## config.mk

```make
export PLATFORM = sky130hd
export DESIGN_NAME = flow_frame_parser_stats_unit
export DESIGN_NICKNAME = d
export VERILOG_FILES = /design/src/rtl/ffps_pkg.sv /design/src/rtl/flow_frame_parser_stats_unit.sv /design/src/rtl/ffps_ctrl.sv /design/src/rtl/ffps_datapath.sv
export SDC_FILE = /design/constraint.sdc
export NUM_CORES = 1
export LEC_CHECK = 0
export ABC_AREA = 1
export BUFFER_PORTS_ARGS = -buffer_cell sky130_fd_sc_hd__buf_4
export CORE_ASPECT_RATIO = 0.9
export CORE_UTILIZATION = 65
export DETAILED_ROUTE_END_ITERATION = 16
export PLACE_DENSITY = 0.83
export SLEW_MARGIN = 20
export SYNTH_ARGS = -nofsm -noshare
export SYNTH_HDL_FRONTEND = slang
export SYNTH_SLANG_ARGS = --single-unit
export TNS_END_PERCENT = 5
```

## constraint.sdc

```tcl
create_clock -name clk -period 10.3 [get_ports clk]
set_clock_uncertainty 0.15 [all_clocks]
set_input_delay 1.545 -clock clk [delete_from_list [all_inputs] [get_ports clk]]
set_output_delay 1.545 -clock clk [all_outputs]
set_load 0.1 [all_outputs]
```

## src/rtl/ffps_pkg.sv

```systemverilog
// shared types, constants and helpers for the flow frame parser with statistics
package ffps_pkg;

    // field widths
    localparam int VAL_W    = 7;
    localparam int AVG_W    = 14;
    localparam int FCOUNT_W = 24;

    // value limits
    localparam logic [6:0] VALUE_MAX = 7'd99;
    localparam logic [6:0] VALUE_SAT = 7'd100;

    // characters
    localparam logic [7:0] CH_NEWLINE = 8'h0a;
    localparam logic [7:0] CH_NUL     = 8'h00;
    localparam logic [7:0] CH_CLOSE   = 8'h7d;
    localparam logic [7:0] CH_DIGIT0  = 8'h30;
    localparam logic [7:0] CH_DIGIT9  = 8'h39;

    // parse phases: 0..10 walk the frame prefix
    localparam logic [3:0] PREFIX_LEN     = 4'd11;
    localparam logic [3:0] PH_START       = 4'd0;
    localparam logic [3:0] PH_FIRST_DIGIT = 4'd11;
    localparam logic [3:0] PH_DIGITS      = 4'd12;
    localparam logic [3:0] PH_AFTER_CLOSE = 4'd13;
    localparam logic [3:0] PH_ENDED       = 4'd14;

    // divider: quotient never exceeds 14 bits
    localparam int          DIV_STEPS = AVG_W;
    localparam logic [3:0]  STEP_LAST = 4'd0;
    localparam logic [3:0]  STEP_FIRST = 4'(DIV_STEPS - 1);

    // expected prefix byte at each position
    function automatic logic [7:0] frame_head(input logic [3:0] idx);
        logic [7:0] ch;
        case (idx)
            4'd0:    ch = 8'h7b; // {
            4'd1:    ch = 8'h27; // '
            4'd2:    ch = 8'h63; // c
            4'd3:    ch = 8'h61; // a
            4'd4:    ch = 8'h75; // u
            4'd5:    ch = 8'h64; // d
            4'd6:    ch = 8'h61; // a
            4'd7:    ch = 8'h6c; // l
            4'd8:    ch = 8'h27; // '
            4'd9:    ch = 8'h3a; // :
            4'd10:   ch = 8'h20; // space
            default: ch = 8'hff;
        endcase
        return ch;
    endfunction

    // controller states
    typedef enum logic [1:0] {
        S_IDLE,
        S_MUL,
        S_DIV,
        S_LOAD
    } ctrl_state_t;

    // controller to datapath
    typedef struct packed {
        logic take;      // input transfer this cycle
        logic prep_div;  // load numerator and shifted divisor
        logic div_step;  // one restoring division step
        logic load_out;  // move stats and quotient into the output register
    } ctl_cmd_t;

    // datapath to controller
    typedef struct packed {
        logic frame_ok;  // current byte is a newline closing a good frame
        logic div_last;  // last division step in progress
        logic out_free;  // output register can take a new result
    } ctl_sts_t;

endpackage

```

## src/rtl/flow_frame_parser_stats_unit.sv

```systemverilog
// top level of the flow frame parser with running statistics
//
//  channel | signals                          | direction | transfer when
//  --------+----------------------------------+-----------+-----------------------
//  input   | in_valid, in_ready, rx_byte      | in        | in_valid && in_ready
//  output  | out_valid, out_ready, last_value, | out       | out_valid && out_ready
//          | max_value, min_value,            |           |
//          | average_hundredths, frame_count  |           |
//
//  an ordinary byte or a rejected line's newline leaves the unit ready for the next byte
//  a newline closing a good frame holds off the next byte until it has gone through
//  the statistics update, the numerator load, the one-bit-per-cycle restoring
//  divider that forms the average, and the load of the output register
//  the output register holds a result while the next bytes are parsed; the load
//  waits only if the previous result is still not taken
//  asynchronous active-low reset clears the parser, statistics and output valid
module flow_frame_parser_stats_unit
    import ffps_pkg::*;
#(
    parameter int LINE_BYTES = 100,
    parameter int COUNT_BITS = 24
)
(
    input  logic                clk,
    input  logic                rst_n,
    input  logic                in_valid,
    output logic                in_ready,
    input  logic [7:0]          rx_byte,
    output logic                out_valid,
    input  logic                out_ready,
    output logic [VAL_W-1:0]    last_value,
    output logic [VAL_W-1:0]    max_value,
    output logic [VAL_W-1:0]    min_value,
    output logic [AVG_W-1:0]    average_hundredths,
    output logic [FCOUNT_W-1:0] frame_count
);

    ctl_cmd_t cmd;
    ctl_sts_t sts;

    // sequencer
    ffps_ctrl u_ctrl (
        .clk      (clk),
        .rst_n    (rst_n),
        .in_valid (in_valid),
        .in_ready (in_ready),
        .sts      (sts),
        .cmd      (cmd)
    );

    // parser, statistics and divider
    ffps_datapath #(
        .LINE_BYTES (LINE_BYTES),
        .COUNT_BITS (COUNT_BITS)
    ) u_datapath (
        .clk                (clk),
        .rst_n              (rst_n),
        .rx_byte            (rx_byte),
        .cmd                (cmd),
        .sts                (sts),
        .out_ready          (out_ready),
        .out_valid          (out_valid),
        .last_value         (last_value),
        .max_value          (max_value),
        .min_value          (min_value),
        .average_hundredths (average_hundredths),
        .frame_count        (frame_count)
    );

endmodule

```

## src/rtl/ffps_ctrl.sv

```systemverilog
// controller state machine for the flow frame parser
module ffps_ctrl
    import ffps_pkg::*;
(
    input  logic     clk,
    input  logic     rst_n,
    input  logic     in_valid,
    output logic     in_ready,
    input  ctl_sts_t sts,
    output ctl_cmd_t cmd
);

    ctrl_state_t state_reg;
    ctrl_state_t state_next;
    logic        xfer;

    // state register
    always_ff @(posedge clk or negedge rst_n)
    begin
        if (!rst_n)
        begin
            state_reg <= S_IDLE;
        end
        else
        begin
            state_reg <= state_next;
        end
    end

    assign xfer = in_valid && in_ready;

    // next state
    always_comb
    begin
        state_next = state_reg;
        case (state_reg)
            S_IDLE:
            begin
                if (xfer && sts.frame_ok)
                begin
                    state_next = S_MUL;
                end
            end
            S_MUL:
            begin
                state_next = S_DIV;
            end
            S_DIV:
            begin
                if (sts.div_last)
                begin
                    state_next = S_LOAD;
                end
            end
            S_LOAD:
            begin
                if (sts.out_free)
                begin
                    state_next = S_IDLE;
                end
            end
            default:
            begin
                state_next = S_IDLE;
            end
        endcase
    end

    // outputs
    always_comb
    begin
        in_ready     = 1'b0;
        cmd.take     = 1'b0;
        cmd.prep_div = 1'b0;
        cmd.div_step = 1'b0;
        cmd.load_out = 1'b0;
        case (state_reg)
            S_IDLE:
            begin
                in_ready = 1'b1;
                cmd.take = in_valid;
            end
            S_MUL:
            begin
                cmd.prep_div = 1'b1;
            end
            S_DIV:
            begin
                cmd.div_step = 1'b1;
            end
            S_LOAD:
            begin
                cmd.load_out = sts.out_free;
            end
            default:
            begin
                in_ready = 1'b0;
            end
        endcase
    end

endmodule

```

## src/rtl/ffps_datapath.sv

```systemverilog
// parser, statistics registers, average divider and output register
module ffps_datapath
    import ffps_pkg::*;
#(
    parameter int LINE_BYTES = 100,
    parameter int COUNT_BITS = 24
)
(
    input  logic                clk,
    input  logic                rst_n,
    input  logic [7:0]          rx_byte,
    input  ctl_cmd_t            cmd,
    output ctl_sts_t            sts,
    input  logic                out_ready,
    output logic                out_valid,
    output logic [VAL_W-1:0]    last_value,
    output logic [VAL_W-1:0]    max_value,
    output logic [VAL_W-1:0]    min_value,
    output logic [AVG_W-1:0]    average_hundredths,
    output logic [FCOUNT_W-1:0] frame_count
);

    localparam int LEN_W = $clog2(LINE_BYTES + 1);
    localparam int SUM_W = COUNT_BITS + 7;
    localparam int NUM_W = COUNT_BITS + 16;
    localparam int DSH_W = COUNT_BITS + 1 + (DIV_STEPS - 1);
    localparam logic [LEN_W-1:0]      LEN_LIMIT = LEN_W'(LINE_BYTES);
    localparam logic [LEN_W-1:0]      LEN_OK    = LEN_W'(LINE_BYTES - 1);
    localparam logic [COUNT_BITS-1:0] COUNT_MAX = {COUNT_BITS{1'b1}};

    // line parser state
    logic [3:0]       phase_reg, phase_next;
    logic [LEN_W-1:0] len_reg, len_next;
    logic             bad_reg, bad_next;
    logic [6:0]       dv_reg, dv_next;

    // statistics
    logic [VAL_W-1:0]      last_reg, max_reg, min_reg;
    logic [SUM_W-1:0]      sum_reg;
    logic [COUNT_BITS-1:0] count_reg;

    // divider
    logic [NUM_W-1:0] rem_reg;
    logic [DSH_W-1:0] dsh_reg;
    logic [AVG_W-1:0] quo_reg;
    logic [3:0]       step_reg;
    logic [NUM_W-1:0] dsh_ext;
    logic             rem_ge;

    // output register
    logic                out_valid_reg;
    logic [VAL_W-1:0]    o_last_reg, o_max_reg, o_min_reg;
    logic [AVG_W-1:0]    o_avg_reg;
    logic [FCOUNT_W-1:0] o_count_reg;
    logic [31:0]         count_wide;

    logic        is_digit;
    logic [10:0] dv_mul;
    logic        frame_ok;

    assign is_digit = (rx_byte >= CH_DIGIT0) && (rx_byte <= CH_DIGIT9);
    assign dv_mul   = {1'b0, dv_reg, 3'b000} + {3'b000, dv_reg, 1'b0}
                    + {7'd0, rx_byte[3:0]};

    // frame check on the closing newline
    assign frame_ok = (rx_byte == CH_NEWLINE) && !bad_reg
                    && ((phase_reg == PH_AFTER_CLOSE) || (phase_reg == PH_ENDED))
                    && (len_reg <= LEN_OK) && (dv_reg <= VALUE_MAX);

    // next line-parser state for one byte
    always_comb
    begin
        phase_next = phase_reg;
        len_next   = len_reg;
        bad_next   = bad_reg;
        dv_next    = dv_reg;
        if (rx_byte == CH_NEWLINE)
        begin
            phase_next = PH_START;
            len_next   = '0;
            bad_next   = 1'b0;
            dv_next    = '0;
        end
        else
        begin
            if (len_reg < LEN_LIMIT)
            begin
                len_next = len_reg + LEN_W'(1);
            end
            if ((phase_reg != PH_ENDED) && !bad_reg)
            begin
                if (rx_byte == CH_NUL)
                begin
                    if (phase_reg != PH_AFTER_CLOSE)
                    begin
                        bad_next = 1'b1;
                    end
                    phase_next = PH_ENDED;
                end
                else if (phase_reg < PREFIX_LEN)
                begin
                    if (rx_byte == frame_head(phase_reg))
                    begin
                        phase_next = phase_reg + 4'd1;
                    end
                    else
                    begin
                        bad_next = 1'b1;
                    end
                end
                else if ((phase_reg == PH_FIRST_DIGIT) || (phase_reg == PH_DIGITS))
                begin
                    if (is_digit)
                    begin
                        dv_next    = (dv_mul > 11'(VALUE_MAX)) ? VALUE_SAT : dv_mul[6:0];
                        phase_next = PH_DIGITS;
                    end
                    else if ((rx_byte == CH_CLOSE) && (phase_reg == PH_DIGITS))
                    begin
                        phase_next = PH_AFTER_CLOSE;
                    end
                    else
                    begin
                        bad_next = 1'b1;
                    end
                end
                else
                begin
                    bad_next = 1'b1;
                end
            end
        end
    end

    // parser registers
    always_ff @(posedge clk or negedge rst_n)
    begin
        if (!rst_n)
        begin
            phase_reg <= PH_START;
            len_reg   <= '0;
            bad_reg   <= 1'b0;
            dv_reg    <= '0;
        end
        else if (cmd.take)
        begin
            phase_reg <= phase_next;
            len_reg   <= len_next;
            bad_reg   <= bad_next;
            dv_reg    <= dv_next;
        end
    end

    // statistics update on a good frame
    always_ff @(posedge clk or negedge rst_n)
    begin
        if (!rst_n)
        begin
            last_reg  <= '0;
            max_reg   <= '0;
            min_reg   <= VALUE_SAT;
            sum_reg   <= '0;
            count_reg <= '0;
        end
        else if (cmd.take && frame_ok)
        begin
            last_reg <= dv_reg;
            if (dv_reg > max_reg)
            begin
                max_reg <= dv_reg;
            end
            if (dv_reg < min_reg)
            begin
                min_reg <= dv_reg;
            end
            if (count_reg != COUNT_MAX)
            begin
                sum_reg   <= sum_reg + SUM_W'(dv_reg);
                count_reg <= count_reg + COUNT_BITS'(1);
            end
        end
    end

    // restoring divider: (200*sum + count) / (2*count), one quotient bit a cycle
    assign dsh_ext = NUM_W'(dsh_reg);
    assign rem_ge  = rem_reg >= dsh_ext;

    always_ff @(posedge clk)
    begin
        if (cmd.prep_div)
        begin
            rem_reg  <= (NUM_W'(sum_reg) << 7) + (NUM_W'(sum_reg) << 6)
                      + (NUM_W'(sum_reg) << 3) + NUM_W'(count_reg);
            dsh_reg  <= {count_reg, 1'b0, {(DIV_STEPS - 1){1'b0}}};
            quo_reg  <= '0;
            step_reg <= STEP_FIRST;
        end
        else if (cmd.div_step)
        begin
            if (rem_ge)
            begin
                rem_reg <= rem_reg - dsh_ext;
            end
            dsh_reg  <= dsh_reg >> 1;
            quo_reg  <= {quo_reg[AVG_W-2:0], rem_ge};
            step_reg <= step_reg - 4'd1;
        end
    end

    // output register valid
    always_ff @(posedge clk or negedge rst_n)
    begin
        if (!rst_n)
        begin
            out_valid_reg <= 1'b0;
        end
        else if (cmd.load_out)
        begin
            out_valid_reg <= 1'b1;
        end
        else if (out_ready)
        begin
            out_valid_reg <= 1'b0;
        end
    end

    assign count_wide = 32'(count_reg);

    // output register payload
    always_ff @(posedge clk)
    begin
        if (cmd.load_out)
        begin
            o_last_reg  <= last_reg;
            o_max_reg   <= max_reg;
            o_min_reg   <= min_reg;
            o_avg_reg   <= quo_reg;
            o_count_reg <= count_wide[FCOUNT_W-1:0];
        end
    end

    // status to controller
    assign sts.frame_ok = frame_ok;
    assign sts.div_last = (step_reg == STEP_LAST);
    assign sts.out_free = !out_valid_reg || out_ready;

    assign out_valid          = out_valid_reg;
    assign last_value         = o_last_reg;
    assign max_value          = o_max_reg;
    assign min_value          = o_min_reg;
    assign average_hundredths = o_avg_reg;
    assign frame_count        = o_count_reg;

`ifndef ASSERT_OFF
    // digit accumulator never passes its saturation value
    a_dv_range: assert property (@(posedge clk) disable iff (!rst_n)
        dv_reg <= VALUE_SAT)
        else $error("digit value out of range");

    // line length saturates at the line limit
    a_len_range: assert property (@(posedge clk) disable iff (!rst_n)
        len_reg <= LEN_LIMIT)
        else $error("line length out of range");

    // a delivered average is never above the largest possible value
    a_avg_range: assert property (@(posedge clk) disable iff (!rst_n)
        out_valid_reg |-> (o_avg_reg <= AVG_W'(9900)))
        else $error("average out of range");

    // any delivered result has min not above max
    a_min_max: assert property (@(posedge clk) disable iff (!rst_n)
        out_valid_reg |-> (o_min_reg <= o_max_reg))
        else $error("min above max");

    // a good frame always leaves a nonzero count for the divider
    a_count_nz: assert property (@(posedge clk) disable iff (!rst_n)
        cmd.prep_div |-> (count_reg != '0))
        else $error("division by zero count");
`endif

endmodule
```

==> results.md, run 1 <==
* Vias post-DR at 17989
* Num CTS Buffers at 28
* Worst r2r src: u_datapath.sum_reg[1]$_DFFE_PN0P_
* Setup slack after layout at 5.41 ns
* Min-Delay Path Class: flip-flop to flip-flop
* Post-CTS Resized at 0
* Syn Nets at 2706
* Reg2reg setup slack at 5.41 ns
* Fmax at 205 MHz
* Layout Area Growth over Synthesis at 9.85%
* Synth warn at 0
* Detail Route Antenna Nets at 0
* Top post-synthesis cells by area: edfxtp_1 (20%), dfrtp_1 (13%), nand2_1 (12%)
* DP Area at 19800 um^2
* Num Clock Sinks at 253
* Register area at 6790 um^2
* Via density at 6.07
* Fin. Hold Viols at 0
* Nets at 2779
* Outcome: finished clean
* H-tree depth at 1
* Tmin final at 4.89 ns
* Inst Count DP at 2913
* Async SR Flop Fraction at 38.7%
* Post CTS Setup Buffer Count at 0
* Largest register FFs at 40
* Clock-pin slew on the worst setup and hold paths at 0.06 ns
* Share of cells above drive strength 1 at 5.87%
* Post-Syn Area at 18900 um^2
* Chip height at 164 um
* Final Setup Violations at 0
* Fin util at 73.5%
* Critical path capture point: u_datapath.rem_reg[38]$_DFFE_PP_
* Synth top area share at 19.6%
* Core area at 28200 um^2
* RSZ-0062 raised after global routing: false
* Fin cells at 2966
* Global-route wire length before repair at 90900 um
* Die width at 182 um
* Worst vdd ir at 209 uV
* Reg-to-Reg End: u_datapath.rem_reg[38]$_DFFE_PP_
* Post-detail-place hpwl at 44100 um
* Initial drt markers at 1767
* LEAKAGE at 9.64 nW
* Number of global-route vias before repair at 17231
* GP Congestion at 1.06
* Gate Count Post-Synth at 2511
* Clock latency on the worst-skew pair at 0.56 ns
* Worst setup path startpoint: u_datapath.sum_reg[1]$_DFFE_PN0P_
* Critical Path Source Type: flip-flop
* Slew @ Worst Pin at 1.14 ns
* Pre-antenna DRT Iters at 6
* Power consumption at 5.53 mW
* Pre-CTS setup slack at 5.55 ns
* Largest area contributor in the netlist: edfxtp_1
* Setup TNS at 0 ns
* Initial Util at 66.9%
* Post-synth EDFFs at 123
* Kind of end point of the critical path: flip-flop
* Die area at 29700 um^2
* Final Cycle Share at 47.5%
* Cell Pwr Density at 267 nW/um^2
* Total grt overflow at 0
* Row count at 58
* Residual DRC at 0
* WL final at 57700 um
* Flops & latches, synth at 253
* Design area at 20700 um^2
* Max clock buf depth at 3
* Mapped Avg Cell Area at 7.52 um^2
* Tot GR Track Use at 39.1%
* Worst endpoint required time at 10.46 ns
* I/O Buffers at 72
* I/O Pins at 73
* Post-synth top flop: edfxtp_1
* Area occupied by multi-input gates at 10500 um^2
* Largest net degree at the start of global routing at 75
* Kind of critical path: flip-flop to flip-flop
* Antenna diodes at 0
* DR WL/cell at 19.5 um
* Root buffer cell: clkbuf_16
* Worst EP arrival at 5.04 ns
* Synth cell types at 57
* Worst hold slack at 0.297 ns
* Initial antenna violation count at 0
* Slew HR at 24.1%
* Post-synthesis sequential area ratio at 36.0%
* R2R depth at 26
* Max cap viols at 0
* Filler Cells Inserted at 2129
* Final Max Slew Viols at 0
* Post-CTS Hold Fix Bufs at 0
* TritonCTS clock tree: built
* CP Max Fanout at 6
[worst max-delay path: stages (launching register included)]
cell,delay [ns]
dfrtp_1,0.47
ha_1,0.24
inv_1,0.07
fa_1,0.41
nand3b_1,0.18
nand2_1,0.14
nand2_1,0.06
nand2_1,0.13
nand2_1,0.08
nand2_1,0.14
a21oi_1,0.12
o21ai_0,0.36
a21oi_1,0.14
xor2_1,0.17
ha_1,0.29
ha_1,0.35
nand2_1,0.09
nor2_1,0.13
and2_1,0.15
and3_1,0.14
nand2_1,0.05
nand2_1,0.10
nand4_1,0.10
nand2_1,0.13
nand3_1,0.09
nand3_1,0.09
nand2_1,0.06
[how the worst min path moves through the flow]
stage | from | to | slack (ns) | cells after the start
3_3_place_gp | u_datapath.quo_reg[13]$_SDFFE_PP0P_ | u_datapath.average_hundredths[13]$_DFFE_PP_ | 0.27 | 0
3_5_place_dp | u_datapath.last_reg[2]$_DFFE_PN0P_ | u_datapath.last_value[2]$_DFFE_PP_ | 0.28 | 0
2_1_floorplan | u_datapath.quo_reg[13]$_SDFFE_PP0P_ | u_datapath.average_hundredths[13]$_DFFE_PP_ | 0.25 | 0
4_1_cts | u_datapath.quo_reg[13]$_SDFFE_PP0P_ | u_datapath.average_hundredths[13]$_DFFE_PP_ | 0.30 | 0
6_report | u_datapath.quo_reg[13]$_SDFFE_PP0P_ | u_datapath.average_hundredths[13]$_DFFE_PP_ | 0.30 | 0
5_1_grt | u_datapath.quo_reg[13]$_SDFFE_PP0P_ | u_datapath.average_hundredths[13]$_DFFE_PP_ | 0.31 | 0
[placed cells by master (no fill, tap or decap), types with 6 or more instances in the layout]
cell / count
dfrtp_1: 95
nand3b_1: 8
xor2_1: 64
fa_1: 24
a31oi_1: 10
dfxtp_1: 32
ha_1: 158
a21o_1: 22
nor3_1: 40
nor2_1: 252
o21bai_1: 16
inv_1: 368
xnor2_1: 27
a21boi_0: 7
buf_4: 78
o21ai_0: 227
and3_1: 6
clkinv_1: 6
o22ai_1: 23
a21oi_1: 186
nand3_1: 93
nor4_1: 14
o21ai_1: 7
nand2_1: 580
o21a_1: 9
edfxtp_1: 123
nand4_1: 29
clkbuf_16: 28
[per-layer routing]
metal / wire [um] / track usage (%)
met5: 0 / 0
met4: 2730 / 17.7
met3: 5180 / 5.25
met2: 26700 / 65.2
met1: 23100 / 51.1
[logic make-up after synthesis]
group           synth area share [%]
simple gates                    23.4
compound gates                  15.1
buf+inv                         8.30
flops                           36.0
fa+ha+maj                       13.1
xor+xnor                        4.22
[power by group]
| group | total, mW | internal (mW) | switching (mW) |
|---|---|---|---|
| Sequential | 1.60 | 1.49 | 0.118 |
| Combinational | 2.90 | 0.782 | 2.11 |
| Clock | 1.03 | 0.595 | 0.438 |
| Total | 5.53 | 2.86 | 2.67 |
[area by class of cell]
class / instances / share of cell area (%)
timing repair buffer: 79 / 2.92
sequential: 253 / 32.7
inverter: 373 / 6.75
tap: 360 / 2.17
multi-input combinational: 1849 / 50.9
clock inverter: 18 / 0.995
clock buffer: 34 / 3.58
[cells in the mapped netlist, types with 2 or more instances]
master	number
nor3_1	40
a21oi_1	187
o31ai_1	2
fa_1	24
o21ai_1	7
nor3_4	2
buf_1	3
nor4_1	14
o22ai_1	23
nor3_2	3
nand3b_1	8
inv_2	3
edfxtp_1	123
buf_6	2
and2_1	5
dfxtp_1	32
o21a_1	9
nor2_1	253
nand3_1	93
dfstp_2	3
ha_1	159
buf_4	3
o21bai_1	16
a31oi_1	10
o21ai_0	227
buf_2	4
nand2_1	580
inv_1	369
a31o_2	2
xor2_1	64
and3_1	6
or2_2	4
nor2_2	2
o2111ai_1	2
xnor2_1	27
nand2_2	2
o221ai_1	2
clkbuf_1	24
a21boi_0	7
nand4_1	29
a21o_1	22
nor3b_1	5
dfrtp_1	95
Note: power is estimated with default switching activity, not from simulation.
==> run 2, diff against run 1 <==
--- a/config.mk
+++ b/config.mk
@@ -8,9 +8,9 @@
 export ABC_AREA = 1
 export BUFFER_PORTS_ARGS = -buffer_cell sky130_fd_sc_hd__buf_4
 export CORE_ASPECT_RATIO = 0.9
-export CORE_UTILIZATION = 65
+export CORE_UTILIZATION = 64
 export DETAILED_ROUTE_END_ITERATION = 16
-export PLACE_DENSITY = 0.83
+export PLACE_DENSITY = 0.82
 export SLEW_MARGIN = 20
 export SYNTH_ARGS = -nofsm -noshare
 export SYNTH_HDL_FRONTEND = slang
==> constraint.sdc (replaced) <==
create_clock -name clk -period 5 [get_ports clk]
set_clock_uncertainty 0.15 [all_clocks]
set_input_delay 0.75 -clock clk [delete_from_list [all_inputs] [get_ports clk]]
set_output_delay 0.75 -clock clk [all_outputs]
set_load 0.1 [all_outputs]
==> run 2 against run 1 <==
Cell count rose by 1.2%. Critical path depth decreased by 1. Clock-buffer cell count unchanged. Power up 100%. Combinational power up 100%. Via count decreased by 2.7%. Sequential power grew 110%. Non-clock buffer count increased by 2. Clock power increased by 100%.
==> results.md, run 2 (synthesis results as in run 1) <==
* Global-route wire length before repair at 86500 um (was 90900 um)
* Row count at 59 (was 58)
* I/O Buffers at 72 (unchanged)
* Final Max Slew Viols at 0 (unchanged)
* GP Congestion at 1.02 (was 1.06)
* Num Clock Sinks at 253 (unchanged)
* Initial Util at 65.3% (was 66.9%)
* Outcome: finished clean (unchanged)
* LEAKAGE at 9.65 nW (was 9.64 nW)
* CP Max Fanout at 6 (unchanged)
* Critical Path Source Type: flip-flop (unchanged)
* Tmin final at 4.61 ns (was 4.89 ns)
* Number of global-route vias before repair at 16568 (was 17231)
* Largest net degree at the start of global routing at 75 (unchanged)
* Vias post-DR at 17510 (was 17989)
* DP Area at 19800 um^2 (about the same)
* Gate power share at 51.9% (was 52.3%)
* Detail Route Antenna Nets at 0 (unchanged)
* Fmax at 217 MHz (was 205 MHz)
* Final Setup Violations at 0 (unchanged)
* Cell Pwr Density at 540 nW/um^2 (was 267 nW/um^2)
* Worst vdd ir at 377 uV (was 209 uV)
* Worst hold slack at 0.157 ns (was 0.297 ns)
* Post-CTS Hold Fix Bufs at 0 (unchanged)
* Die area at 30200 um^2 (was 29700 um^2)
* DR WL/cell at 18.2 um (was 19.5 um)
* TritonCTS clock tree: built (unchanged)
* WL final at 54700 um (was 57700 um)
* Net Sw Frac at 47.7% (was 48.3%)
* Fin. Hold Viols at 0 (unchanged)
* Kind of critical path: flip-flop to flip-flop (unchanged)
* Num CTS Buffers at 27 (was 28)
* Nets at 2780 (was 2779)
* Design area at 20800 um^2 (was 20700 um^2)
* I/O Pins at 73 (unchanged)
* Sequential power share at 29.3% (was 29.0%)
* Max cap viols at 0 (unchanged)
* Max clock buf depth at 3 (unchanged)
* Antenna diodes at 0 (unchanged)
* Tot GR Track Use at 36.8% (was 39.1%)
* Chip height at 165 um (was 164 um)
* Clk pwr share at 18.8% (was 18.7%)
* Worst EP arrival at 4.76 ns (was 5.04 ns)
* Most frequent cells in the layout: nand2_1 (580), inv_1 (368), nor2_1 (252), o21ai_0 (226), a21oi_1 (185) (was nand2_1 (580), inv_1 (368), nor2_1 (252), o21ai_0 (227), a21oi_1 (186))
* Residual DRC at 0 (unchanged)
* H-tree depth at 1 (unchanged)
* Initial drt markers at 1889 (was 1767)
* Clock latency on the worst-skew pair at 0.56 ns (about the same)
* Via density at 5.83 (was 6.07)
* Final Cycle Share at 92.1% (was 47.5%)
* Slew @ Worst Pin at 1.06 ns (was 1.14 ns)
* RSZ-0062 raised after global routing: false (unchanged)
* Kind of end point of the critical path: flip-flop (unchanged)
* Post CTS Setup Buffer Count at 0 (unchanged)
* Pre-antenna DRT Iters at 6 (unchanged)
* Root buffer cell: clkbuf_16 (unchanged)
* Cell Int Power at 5.87 mW (was 2.86 mW)
* Sw Pwr at 5.35 mW (was 2.67 mW)
* Layout Area Growth over Synthesis at 10.0% (was 9.85%)
* Post-detail-place hpwl at 42800 um (was 44100 um)
* Min-Delay Path Class: input port to asynchronous set/reset pin (was flip-flop to flip-flop)
* Clock-pin slew on the worst setup and hold paths at 0.07 ns (was 0.06 ns)
* Largest register FFs at 40 (unchanged)
* Setup slack after layout at 0.393 ns (was 5.41 ns)
* Initial antenna violation count at 0 (unchanged)
* Die width at 183 um (was 182 um)
* Most common cell on crit path: nand2_1 (unchanged)
* Commonest non-fill, non-tap cell in the layout: nand2_1 (unchanged)
* Filler Cells Inserted at 2378 (was 2129)
* Share of cells above drive strength 1 at 6.18% (was 5.87%)
* Core area at 28900 um^2 (was 28200 um^2)
* Slew HR at 28.9% (was 24.1%)
* Setup TNS at 0 ns (unchanged)
* Slowest stage delay, CP at 0.44 ns (was 0.47 ns)
* CP max-delay cell: dfrtp_1 (unchanged)
* Total grt overflow at 0 (unchanged)
* Worst endpoint required time at 5.15 ns (was 10.46 ns)
* Pre-CTS setup slack at 0.317 ns (was 5.55 ns)
run 2: final timing paths:
kind,start,slack (ns),endpoint,depth (start not counted)
min reg2reg,u_datapath.quo_reg[13]$_SDFFE_PP0P_,0.29,u_datapath.average_hundredths[13]$_DFFE_PP_,0
max reg2reg,u_datapath.sum_reg[0]$_DFFE_PN0P_,0.39,u_datapath.rem_reg[38]$_DFFE_PP_,25
max in group asynchronous,rst_n,3.54,u_datapath.sum_reg[1]$_DFFE_PN0P_,2
min in group clk,u_datapath.quo_reg[13]$_SDFFE_PP0P_,0.29,u_datapath.average_hundredths[13]$_DFFE_PP_,0
max,u_datapath.sum_reg[0]$_DFFE_PN0P_,0.39,u_datapath.rem_reg[38]$_DFFE_PP_,25
min,rst_n,0.16,u_datapath.phase_reg[2]$_DFFE_PN0P_,1
run 2: worst max-delay path, delay by kind of cell (launching register included):
kind	cells	cell delay, ns
simple gates	17	1.94
fa+ha+maj	4	1.23
flops	1	0.44
compound gates	2	0.34
xor+xnor	1	0.18
buf+inv	1	0.05
run 2: metrics by stage:
step / instances / power, mW / utilization, %
5_1_grt: 3002 / 11.9 / 71.8
2_1_floorplan: 2511 / 7.32 / -
4_1_cts: 3002 / 11.1 / 71.8
6_report: 3002 / 11.2 / 71.8
3_3_place_gp: 2952 / 8.82 / 68.6
3_5_place_dp: 2952 / 8.94 / 68.6
run 2: power groups by stage:
stage	clock, mW	sequential [mW]	combinational [mW]
after floorplan	0	3.84	3.48
after global placement	0	3.29	5.53
after detailed placement	0	3.32	5.62
after CTS	2.10	3.28	5.67
after global routing	2.18	3.33	6.35
final	2.11	3.29	5.82
run 2: final cells by class:
class,count,area (um^2),share of cell area (%)
sequential,253,6790,32.7
clock inverter,16,186,0.897
timing repair buffer,81,608,2.93
inverter,373,1400,6.74
multi-input combinational,1849,10600,50.8
clock buffer,34,742,3.57
tap,396,495,2.38
run 2: timing repair:
| item | 4_1_cts | 5_1_grt |
|---|---|---|
| setup endpoints to repair | 0 | 2 |
| gates resized for setup | 0 | 3 |
| hold endpoints to repair | 0 | 0 |
run 2: metal layers:
metal,vias to the layer above,share of wire [%],GRT usage (%)
met2,750,45,60.1
met5,-,0,0
met4,0,4.3,14.8
met1,8155,42,49.4
li1,8474,-,-
met3,131,8.2,5.27
==> run 3, diff against run 2 <==
--- a/config.mk
+++ b/config.mk
@@ -7,10 +7,12 @@
 export LEC_CHECK = 0
 export ABC_AREA = 1
 export BUFFER_PORTS_ARGS = -buffer_cell sky130_fd_sc_hd__buf_4
+export CELL_PAD_IN_SITES_DETAIL_PLACEMENT = 1
+export CELL_PAD_IN_SITES_GLOBAL_PLACEMENT = 2
 export CORE_ASPECT_RATIO = 0.9
-export CORE_UTILIZATION = 64
+export CORE_UTILIZATION = 38
 export DETAILED_ROUTE_END_ITERATION = 16
-export PLACE_DENSITY = 0.82
+export PLACE_DENSITY_LB_ADDON = 0.1
 export SLEW_MARGIN = 20
 export SYNTH_ARGS = -nofsm -noshare
 export SYNTH_HDL_FRONTEND = slang
==> run 3 against run 2 <==
Largest cell class unchanged. Worst setup slack got worse by 0.015 ns. Highest routed layer unchanged. Largest power group unchanged. Critical path depth fell by 2. Combinational power rose by 2%. Critical path type unchanged. Routed wire length rose by 17%. Cell count rose by 8.2%.
==> results.md, run 3 (synthesis results as in run 1) <==
* Initial drt markers at 880 (was 1889)
* Vias post-DR at 17196 (was 17510)
* LEAKAGE at 9.68 nW (was 9.65 nW)
* Slew HR at 29.7% (was 28.9%)
* Share of cells above drive strength 1 at 6.46% (was 6.18%)
* Cell Int Power at 5.88 mW (was 5.87 mW)
* Final Max Slew Viols at 0 (unchanged)
* Commonest non-fill, non-tap cell in the layout: nand2_1 (unchanged)
* Outcome: finished clean (unchanged)
* Num Clock Sinks at 253 (unchanged)
* Worst endpoint required time at 5.20 ns (was 5.15 ns)
* Filler Cells Inserted at 6118 (was 2378)
* CP delay by family, top: simple AND/OR/NAND/NOR gates (unchanged)
* Clock latency on the worst-skew pair at 0.60 ns (was 0.56 ns)
* Worst-path cell chain: ha_1, a21oi_1, nand2_1, nand2_1, nand2_1, a21oi_4, o21ai_0, buf_4, xnor2_1, fa_1, inv_1, ha_1, nand2_1, nor2_1, nand2_1, inv_1, nand3_1, nand3_1, nand3_1, nand2_1, a21oi_1, o21ai_0, nand2_1
* Tot GR Track Use at 25.7% (was 36.8%)
* Die area at 50600 um^2 (was 30200 um^2)
* Kind of end point of the critical path: flip-flop (unchanged)
* Sw Pwr at 5.53 mW (was 5.35 mW)
* DR WL/cell at 19.8 um (was 18.2 um)
* Cell Pwr Density at 539 nW/um^2 (was 540 nW/um^2)
* Most common cell on crit path: nand2_1 (unchanged)
* Final Cycle Share at 92.4% (was 92.1%)
* Min-Delay Path Class: input port to asynchronous set/reset pin (unchanged)
* Clk pwr share at 19.2% (was 18.8%)
* Largest net degree at the start of global routing at 68 (was 75)
* Global-route wire length before repair at 101000 um (was 86500 um)
* Post CTS Setup Buffer Count at 0 (unchanged)
* Net Sw Frac at 48.5% (was 47.7%)
* Setup TNS at 0 ns (unchanged)
* Kind of critical path: flip-flop to flip-flop (unchanged)
* I/O Pins at 73 (unchanged)
* Fin util at 43.1% (was 71.8%)
* Post-detail-place hpwl at 51900 um (was 42800 um)
* Slew @ Worst Pin at 1.05 ns (was 1.06 ns)
* Row count at 77 (was 59)
* Fmax at 216 MHz (was 217 MHz)
* Tmin final at 4.62 ns (was 4.61 ns)
* Root buffer cell: clkbuf_16 (unchanged)
* Sequential power share at 28.8% (was 29.3%)
* I/O Buffers at 72 (unchanged)
* Max cap viols at 0 (unchanged)
* Worst EP arrival at 4.82 ns (was 4.76 ns)
* Layout Area Growth over Synthesis at 12.1% (was 10.0%)
* Nets at 2786 (was 2780)
* Gate power share at 52.0% (was 51.9%)
* Worst setup path startpoint: u_datapath.sum_reg[3]$_DFFE_PN0P_ (was u_datapath.sum_reg[0]$_DFFE_PN0P_)
* WL final at 64200 um (was 54700 um)
* Worst vdd ir at 478 uV (was 377 uV)
* Largest register FFs at 40 (unchanged)
* Clock-pin slew on the worst setup and hold paths at 0.07 ns (about the same)
* Pre-antenna DRT Iters at 5 (was 6)
* Num CTS Buffers at 30 (was 27)
* Number of global-route vias before repair at 17948 (was 16568)
* Final Setup Violations at 0 (unchanged)
* Critical Path Source Type: flip-flop (unchanged)
* CP Max Fanout at 5 (was 6)
* TritonCTS clock tree: built (unchanged)
* Slowest stage delay, CP at 0.49 ns (was 0.44 ns)
* Total grt overflow at 0 (unchanged)
* Setup slack after layout at 0.378 ns (was 0.393 ns)
* Core area at 49100 um^2 (was 28900 um^2)
* Residual DRC at 0 (unchanged)
* Max clock buf depth at 3 (unchanged)
* Pre-CTS setup slack at 0.219 ns (was 0.317 ns)
* Die width at 237 um (was 183 um)
* Worst r2r src: u_datapath.sum_reg[3]$_DFFE_PN0P_ (was u_datapath.sum_reg[0]$_DFFE_PN0P_)
* CP max-delay cell: dfrtp_1 (unchanged)
* Via density at 5.30 (was 5.83)
* Detail Route Antenna Nets at 0 (unchanged)
* GP Congestion at 0.875 (was 1.02)
* H-tree depth at 1 (unchanged)
* Initial antenna violation count at 0 (unchanged)
* Initial Util at 38.4% (was 65.3%)
* Most frequent cells in the layout: nand2_1 (580), inv_1 (368), nor2_1 (252), o21ai_0 (226), a21oi_1 (185) (unchanged)
* Antenna diodes at 0 (unchanged)
* Worst Path Buf+Inv at 3 (was 1)
* RSZ-0062 raised after global routing: false (unchanged)
* Chip height at 213 um (was 165 um)
* Fin. Hold Viols at 0 (unchanged)
[run 3: changes by cell type in the layout (fill, tap and decap cells not counted), sizes merged]
cell,before,now
clkbuf,34,32
inv,374,375
clkinvlp,2,5
bufinv,3,2
buf,81,84
clkinv,10,15
[run 3: what timing repair did]
item                       CTS  global route
setup endpoints to repair    0             7
resized for setup            0             4
hold buffers                 0             0
[run 3: worst paths after layout]
check,to,slack [ns],depth (start not counted)
worst max-delay path,u_datapath.rem_reg[31]$_DFFE_PP_,0.38,23
worst min-delay path,u_datapath.phase_reg[3]$_DFFE_PN0P_,0.14,1
worst max register to register,u_datapath.rem_reg[31]$_DFFE_PP_,0.38,23
worst min register to register,u_datapath.average_hundredths[13]$_DFFE_PP_,0.29,0
max in group asynchronous,u_datapath.sum_reg[30]$_DFFE_PN0P_,3.53,2
min in group clk,u_datapath.average_hundredths[13]$_DFFE_PP_,0.29,0
[run 3: layout make-up]
cell class | count | area, um^2 | area share (%)
inverters | 373 | 1400 | 6.61
flip-flops and latches | 253 | 6790 | 32.1
well taps | 632 | 791 | 3.73
repair buffers | 84 | 643 | 3.04
clock inverters | 24 | 223 | 1.05
multi-input cells | 1849 | 10600 | 49.9
clock buffers | 32 | 758 | 3.58
[run 3: per-layer routing]
layer | track usage [%] | part of all wire, %
met1 | 35.5 | 48
met2 | 42.6 | 45
met3 | 2.55 | 3.3
met4 | 7.39 | 3.0
met5 | 0 | 0
[run 3: stage by stage]
step	std cells	area (um^2)	hold WS (ns)	total power, mW
after floorplan	2511	18900	0.253	7.32
after global placement	3191	20200	0.273	9.06
after detailed placement	3191	20200	0.277	9.22
after CTS	3247	21200	0.170	11.5
after global routing	3247	21200	0.211	12.2
final	3247	21200	0.136	11.4
[run 3: power groups by stage]
stage | registers [mW] | logic [mW] | clock network [mW]
detailed placement | 3.33 | 5.90 | 0
floorplan | 3.84 | 3.48 | 0
global route | 3.33 | 6.57 | 2.31
global placement | 3.30 | 5.76 | 0
finish | 3.29 | 5.94 | 2.20
CTS | 3.29 | 5.94 | 2.24
